### config.mk
export PLATFORM = sky130hd
export DESIGN_NAME = pidc_ctrl
export DESIGN_NICKNAME = d
export VERILOG_FILES = /design/src/pidc_pkg.sv /design/src/pidc_ctrl.sv
export VERILOG_INCLUDE_DIRS = /design/src /design/src/src
export SDC_FILE = /design/constraint.sdc
export NUM_CORES = 1
export LEC_CHECK = 0
export ABC_CLOCK_PERIOD_IN_PS = 1100
export BUFFER_PORTS_ARGS = -buffer_cell sky130_fd_sc_hd__clkbuf_2
export CAP_MARGIN = 25
export CORE_AREA = 2 2 39 41
export CTS_CLUSTER_SIZE = 14
export DETAILED_ROUTE_END_ITERATION = 7
export DIE_AREA = 0 0 41 43
export GPL_TIMING_DRIVEN = 0
export PLACE_DENSITY = 0.63
export SLEW_MARGIN = 25
export SYNTH_ARGS = -nofsm -noshare
export SYNTH_HDL_FRONTEND = slang
export SYNTH_SLANG_ARGS = --single-unit
### constraint.sdc
create_clock -name clk -period 1.1 [get_ports clk]
set_input_delay 0.055 -clock clk [delete_from_list [all_inputs] [get_ports clk]]
set_output_delay 0.055 -clock clk [all_outputs]
set_load 0.05 [all_outputs]
### src/pid_controller_step_assert.svh
// assertion macros used by the pid controller state machine
`ifndef PID_CONTROLLER_STEP_ASSERT_SVH
`define PID_CONTROLLER_STEP_ASSERT_SVH

// same-cycle implication, sampled on clk, off while rst_n is low
`define PIDC_ASSERT_IMP(lbl, ante, cons, msg) \
  lbl: assert property (@(posedge clk) disable iff (!rst_n) (ante) |-> (cons)) \
    else $error(msg);

// next-cycle implication, sampled on clk, off while rst_n is low
`define PIDC_ASSERT_NXT(lbl, ante, cons, msg) \
  lbl: assert property (@(posedge clk) disable iff (!rst_n) (ante) |=> (cons)) \
    else $error(msg);

`endif

### src/pidc_pkg.sv
// types, constants and helpers shared by the pid controller modules
package pidc_pkg;

  localparam int SIG_W         = 32;
  localparam int ERR_W         = 33;
  localparam int DT_W          = 16;
  localparam int INTEG_W       = 48;
  localparam int ACC_W         = 50;
  localparam int PROD_W        = 66;
  localparam int MAG_W         = 64;
  localparam int TERM_W        = 42;
  localparam int SUM_W         = 44;
  localparam int TERM_EXP      = 40;
  localparam int CFG_IDX_W     = 3;
  localparam int FRAC_BITS_DEF = 16;
  localparam int DIV_BITS_CYC  = 2;

  localparam logic signed [SIG_W-1:0] LIMIT_RESET = 32'sd65536;

  typedef enum logic [CFG_IDX_W-1:0] {
    REG_PROP_GAIN   = 3'd0,
    REG_INTEG_GAIN  = 3'd1,
    REG_DERIV_GAIN  = 3'd2,
    REG_DRIVE_FLOOR = 3'd3,
    REG_DRIVE_CEIL  = 3'd4,
    REG_ACCUM_FLOOR = 3'd5,
    REG_ACCUM_CEIL  = 3'd6
  } cfg_reg_t;

  typedef enum logic [1:0] {
    MUL_PROP,
    MUL_ERRDT,
    MUL_ITERM,
    MUL_DERIV
  } mul_sel_t;

  typedef enum logic [3:0] {
    S_IDLE,
    S_MUL_P,
    S_MUL_I,
    S_ACC,
    S_MUL_IT,
    S_MUL_D,
    S_DSTART,
    S_DIV,
    S_DTERM,
    S_SUM,
    S_OUT
  } state_t;

  typedef struct packed {
    logic     ld_in;
    mul_sel_t mul_sel;
    logic     ld_p;
    logic     ld_integ;
    logic     ld_i;
    logic     div_start;
    logic     clr_d;
    logic     ld_d;
    logic     ld_sum;
    logic     ld_out;
  } cmd_t;

  typedef struct packed {
    logic dt_zero;
    logic first;
    logic div_done;
    logic out_free;
  } sts_t;

  // symmetric saturation of a shifted product to +/- 2^40
  function automatic logic signed [TERM_W-1:0] sat_term(input logic signed [PROD_W-1:0] v);
    logic signed [PROD_W-1:0] hi;
    logic signed [PROD_W-1:0] lo;
    hi = {{(PROD_W-TERM_EXP-1){1'b0}}, 1'b1, {TERM_EXP{1'b0}}};
    lo = -hi;
    if (v > hi) begin
      return hi[TERM_W-1:0];
    end else if (v < lo) begin
      return lo[TERM_W-1:0];
    end
    return v[TERM_W-1:0];
  endfunction

endpackage

### src/pidc_ctrl.sv
// sequencing state machine of the pid controller
`include "pid_controller_step_assert.svh"

module pidc_ctrl (
  input  logic            clk,
  input  logic            rst_n,
  input  logic            in_valid,
  output logic            in_stall,
  input  pidc_pkg::sts_t  sts_i,
  output pidc_pkg::cmd_t  cmd_o
);

  pidc_pkg::state_t state_r;
  pidc_pkg::state_t state_nxt;
  logic             skip_d;

  assign skip_d = sts_i.first || sts_i.dt_zero;

  always_ff @(posedge clk) begin
    if (!rst_n) begin
      state_r <= pidc_pkg::S_IDLE;
    end else begin
      state_r <= state_nxt;
    end
  end

  always_comb begin
    state_nxt = state_r;
    case (state_r)
      pidc_pkg::S_IDLE: begin
        if (in_valid) begin
          state_nxt = pidc_pkg::S_MUL_P;
        end
      end
      pidc_pkg::S_MUL_P:  state_nxt = pidc_pkg::S_MUL_I;
      pidc_pkg::S_MUL_I:  state_nxt = pidc_pkg::S_ACC;
      pidc_pkg::S_ACC:    state_nxt = pidc_pkg::S_MUL_IT;
      pidc_pkg::S_MUL_IT: state_nxt = pidc_pkg::S_MUL_D;
      pidc_pkg::S_MUL_D:  state_nxt = pidc_pkg::S_DSTART;
      pidc_pkg::S_DSTART: state_nxt = skip_d ? pidc_pkg::S_SUM : pidc_pkg::S_DIV;
      pidc_pkg::S_DIV: begin
        if (sts_i.div_done) begin
          state_nxt = pidc_pkg::S_DTERM;
        end
      end
      pidc_pkg::S_DTERM:  state_nxt = pidc_pkg::S_SUM;
      pidc_pkg::S_SUM:    state_nxt = pidc_pkg::S_OUT;
      pidc_pkg::S_OUT: begin
        if (sts_i.out_free) begin
          state_nxt = pidc_pkg::S_IDLE;
        end
      end
      default: state_nxt = pidc_pkg::S_IDLE;
    endcase
  end

  always_comb begin
    cmd_o         = '0;
    cmd_o.mul_sel = pidc_pkg::MUL_PROP;
    in_stall      = 1'b1;
    case (state_r)
      pidc_pkg::S_IDLE: begin
        in_stall    = 1'b0;
        cmd_o.ld_in = in_valid;
      end
      pidc_pkg::S_MUL_P: cmd_o.mul_sel = pidc_pkg::MUL_PROP;
      pidc_pkg::S_MUL_I: begin
        cmd_o.mul_sel = pidc_pkg::MUL_ERRDT;
        cmd_o.ld_p    = 1'b1;
      end
      pidc_pkg::S_ACC:    cmd_o.ld_integ = !sts_i.dt_zero;
      pidc_pkg::S_MUL_IT: cmd_o.mul_sel  = pidc_pkg::MUL_ITERM;
      pidc_pkg::S_MUL_D: begin
        cmd_o.mul_sel = pidc_pkg::MUL_DERIV;
        cmd_o.ld_i    = 1'b1;
      end
      pidc_pkg::S_DSTART: begin
        cmd_o.div_start = !skip_d;
        cmd_o.clr_d     = skip_d;
      end
      pidc_pkg::S_DIV:   cmd_o.ld_d   = 1'b0;
      pidc_pkg::S_DTERM: cmd_o.ld_d   = 1'b1;
      pidc_pkg::S_SUM:   cmd_o.ld_sum = 1'b1;
      pidc_pkg::S_OUT:   cmd_o.ld_out = sts_i.out_free;
      default: in_stall = 1'b1;
    endcase
  end

  `PIDC_ASSERT_IMP(a_div_needs_step, cmd_o.div_start, !sts_i.dt_zero && !sts_i.first, "divider started without a usable step")
  `PIDC_ASSERT_NXT(a_accept_starts, in_valid && !in_stall, state_r == pidc_pkg::S_MUL_P, "accepted request did not start the sequence")
  `PIDC_ASSERT_IMP(a_out_slot_free, cmd_o.ld_out, sts_i.out_free, "result loaded over a waiting result")
  `PIDC_ASSERT_IMP(a_integ_step, cmd_o.ld_integ, !sts_i.dt_zero, "integral updated on a zero step")

endmodule

==> impl_metrics.csv <==
group,metric,value,unit
status,outcome,"finished with violations",
status,violations,"negative setup slack",
layout,finalCoreUtilization,0.703,
timing,setup_viol,16,
power_and_ir_drop,switching_power,0.000321,W
global_route,grt.total_usage,0.224,
global_route,antenna_found_initial,0,
clocking,cts.path.max_buffers,2,
routing,totalWireLength,1890,um
routing,drtIter0Drc,12,
layout,multi_input_area,429,um^2
timing,hold_violations,0,
power_and_ir_drop,peakVddDrop,0.573,mV
layout,largest-register,"state_r",
routing,ant_nets,0,
timing,max_freq,746,MHz
layout,syn_to_final_growth,149,%
layout,drive_gt1_frac,0.770,
place,place.gp.congestion,0.693,
min_path,hp-start,"rst_n",
synth,yosys_register_bits,4,
timing,max-slew-margin-rel,0.709,
timing,finalCritPeriodShare,1.22,
timing,skew,0.00119,ns
floorplanning,die_w,41,um
floorplanning,dieHeight,43,um
routing,wl_per_cell,18.4,um
power_and_ir_drop,internal_power,0.000473,W
timing,min_period,1.34,ns
clocking,cts_num_sinks,4,
floorplanning,die-area,1760,um^2
worst_setup_path,worstSetupEndpointType,"output port",
power_and_ir_drop,seqPwrFrac,0.212,
floorplanning,rows,14,
place,io_buffers,18,
layout,layout.nets,96,
worst_setup_path,arrival,1.29,ns
global_route,grt_max_degree,11,
timing,tightest_slew,0.426,ns
worst_setup_path,worstSetupStartpointType,"register",
clocking,root_buffer,"clkbuf_4",
floorplanning,coreArea,1380,um^2
worst_setup_path,worstPathRequired,1.04,ns
layout,largest_reg_flops,4,
timing,layout_setup_ws,-0.240,ns
clocking,cts-htree-levels,1,
synth,synth_cell_type_count,24,
worst_setup_path,critPathKind,"reg2out",
layout,reg_top3,"state_r: 4 flops",
global_route,grt_pass1_wl,2580,um
power_and_ir_drop,p_leak,0.381,nW
timing,rsz0062_at_grt,"true",
floorplanning,num_io_pins,19,
clocking,cts_tree,"done",
power_and_ir_drop,p_per_area,816,nW/um^2
place,dp_cells,87,
routing,route.detailed.drc,0,
worst_setup_path,cp_max_fo,5,
synth,synth_cells,53,
power_and_ir_drop,p_comb_frac,0.569,
synth,seq_area_frac_synth,0.205,
layout,nFillCells,94,
min_path,hold_path.class,"in2reg",
layout,n_antenna_cell,0,
routing,via_per_inst,5.64,
timing,holdWs,0.123,ns
power_and_ir_drop,switching_share,0.404,
worst_setup_path,cp_slowest_cell,"dfxtp_4",
job,maxCapViolations,0,
synth,synthesis.nets,60,
power_and_ir_drop,clockPowerShare,0.218,
worst_setup_path,path_cells,"buf_6 > nor2b_4 > a21oi_2 > nor2_4 > buf_8",
layout,seq_area,92.6,um^2
routing,vias,581,
clocking,cts_hold_buf,0,
synth,syn_avg_cell_area,7.37,um^2
floorplanning,start_util,0.282,
clocking,clkTransAtPathRegs,0.04,ns
routing,dr.pass1.iters,4,
clocking,cts_buffers,3,
worst_setup_path,max_stage_delay,0.35,ns
place,place_ws,-0.159,ns
clocking,insertion_delay,0.23,ns
power_and_ir_drop,power,0.000793,W
synth,synth_area,390,um^2
worst_setup_path,r2r-start,"state_r[0]",
global_route,overflow,0,
layout,fin_cells,103,
global_route,grt_pass1_vias,591,
synth,yosysWarningCount,0,
place,dpl.hpwl,794,um
timing,slew_viol_final,0,
worst_setup_path,cp-startpoint,"state_r[2]",
==> layer usage <==
layer / vias to the layer above / track usage / wire length [um] / part of all wire
li1: 260 / - / - / -
met1: 293 / 0.216 / 718 / 0.38
met2: 20 / 0.375 / 1040 / 0.55
met3: 8 / 0.0471 / 64 / 0.034
met4: 0 / 0.180 / 69 / 0.036
met5: - / 0 / 0 / 0
==> cells by family (layout without fill, tap and decap cells) <==
logic type | Yosys count | count (layout) | synth area share
buffers and inverters | 7 | 41 | 0.135
and+or+nand+nor | 32 | 32 | 0.439
DFF | 4 | 4 | 0.205
AOI/OAI and AO/OA | 10 | 10 | 0.221
==> worst max-delay path, delay by kind of cell, from the launching register on <==
| family | cells | cell delay (ns) |
|---|---|---|
| flops | 1 | 0.35 |
| buf+inv | 2 | 0.28 |
| compound gates | 1 | 0.22 |
| simple gates | 2 | 0.19 |
==> through the flow <==
step	instance area (um^2)	TNS, ns
4_1_cts	871	-1.90
5_1_grt	972	-2.93
3_3_place_gp	578	-0.867
3_5_place_dp	578	-1.01
6_report	972	-2.07
2_1_floorplan	468	-2.11
==> timing repair <==
item / 4_1_cts / 5_1_grt
setup endpoints to repair: 15 / 16
cloned: 2 / 1
gates resized for setup: 48 / 25
pin swaps: 9 / 5
buffers inserted: 8 / 3
hold endpoints to repair: 0 / 0
==> cells in the mapped netlist, drive strengths merged <==
library cell  count  area, um^2
o2bb2ai           1        8.76
nand2b            5        38.8
a31oi             1        6.26
nor3              7        35.0
nand2             5        18.8
and3              2        12.5
nor2              9        33.8
o31a              1        8.76
a211oi            1        7.51
nor3b             1        7.51
a2111oi           2        23.8
nor2b             1        6.26
buf               3        27.5
dfxtp             4        80.1
o41a              1        11.3
a21oi             1        5.00
clkbuf            1        13.8
nor4              2        18.8
o21a              2        15.0
inv               3        11.3
==> cells in the final DEF, fill, tap and decap left out, types with 2 or more instances in the layout <==
master    instances
buf_8            11
buf_6             9
buf_4             6
clkbuf_2          6
nor3_4            4
nand2_1           4
nor2_4            4
nand2b_4          3
nor2_2            3
nor3_1            3
clkbuf_4          3
dfxtp_4           3
nor2_1            2
nor4_4            2
inv_1             2
nand2b_1          2
o21a_1            2
clkbuf_8          2
==> power by group through the flow <==
stage          Combinational [W]  Clock, W  Sequential [W]
2_1_floorplan           0.000204         0        0.000168
3_3_place_gp            0.000258         0        0.000170
3_5_place_dp            0.000260         0        0.000170
4_1_cts                 0.000374  0.000187        0.000171
5_1_grt                 0.000471  0.000197        0.000169
6_report                0.000452  0.000173        0.000168
==> cell type report <==
class,count,area share
plain buffers,4,0.0644
well taps,16,0.0206
flip-flops and latches,4,0.0952
multi-input cells,42,0.441
inverters,3,0.0142
clock buffers,3,0.0232
repair buffers,31,0.341
==> path summary, 6_finish.rpt <==
path              depth (start not counted)  slack, ns         end
setup / recovery                          5      -0.24    cmd_o[8]
hold / removal                            2       0.12  state_r[3]
setup reg to reg                          4      -0.22  state_r[1]
hold reg to reg                           2       0.72  state_r[1]
Power figures use the tool's default switching activity.
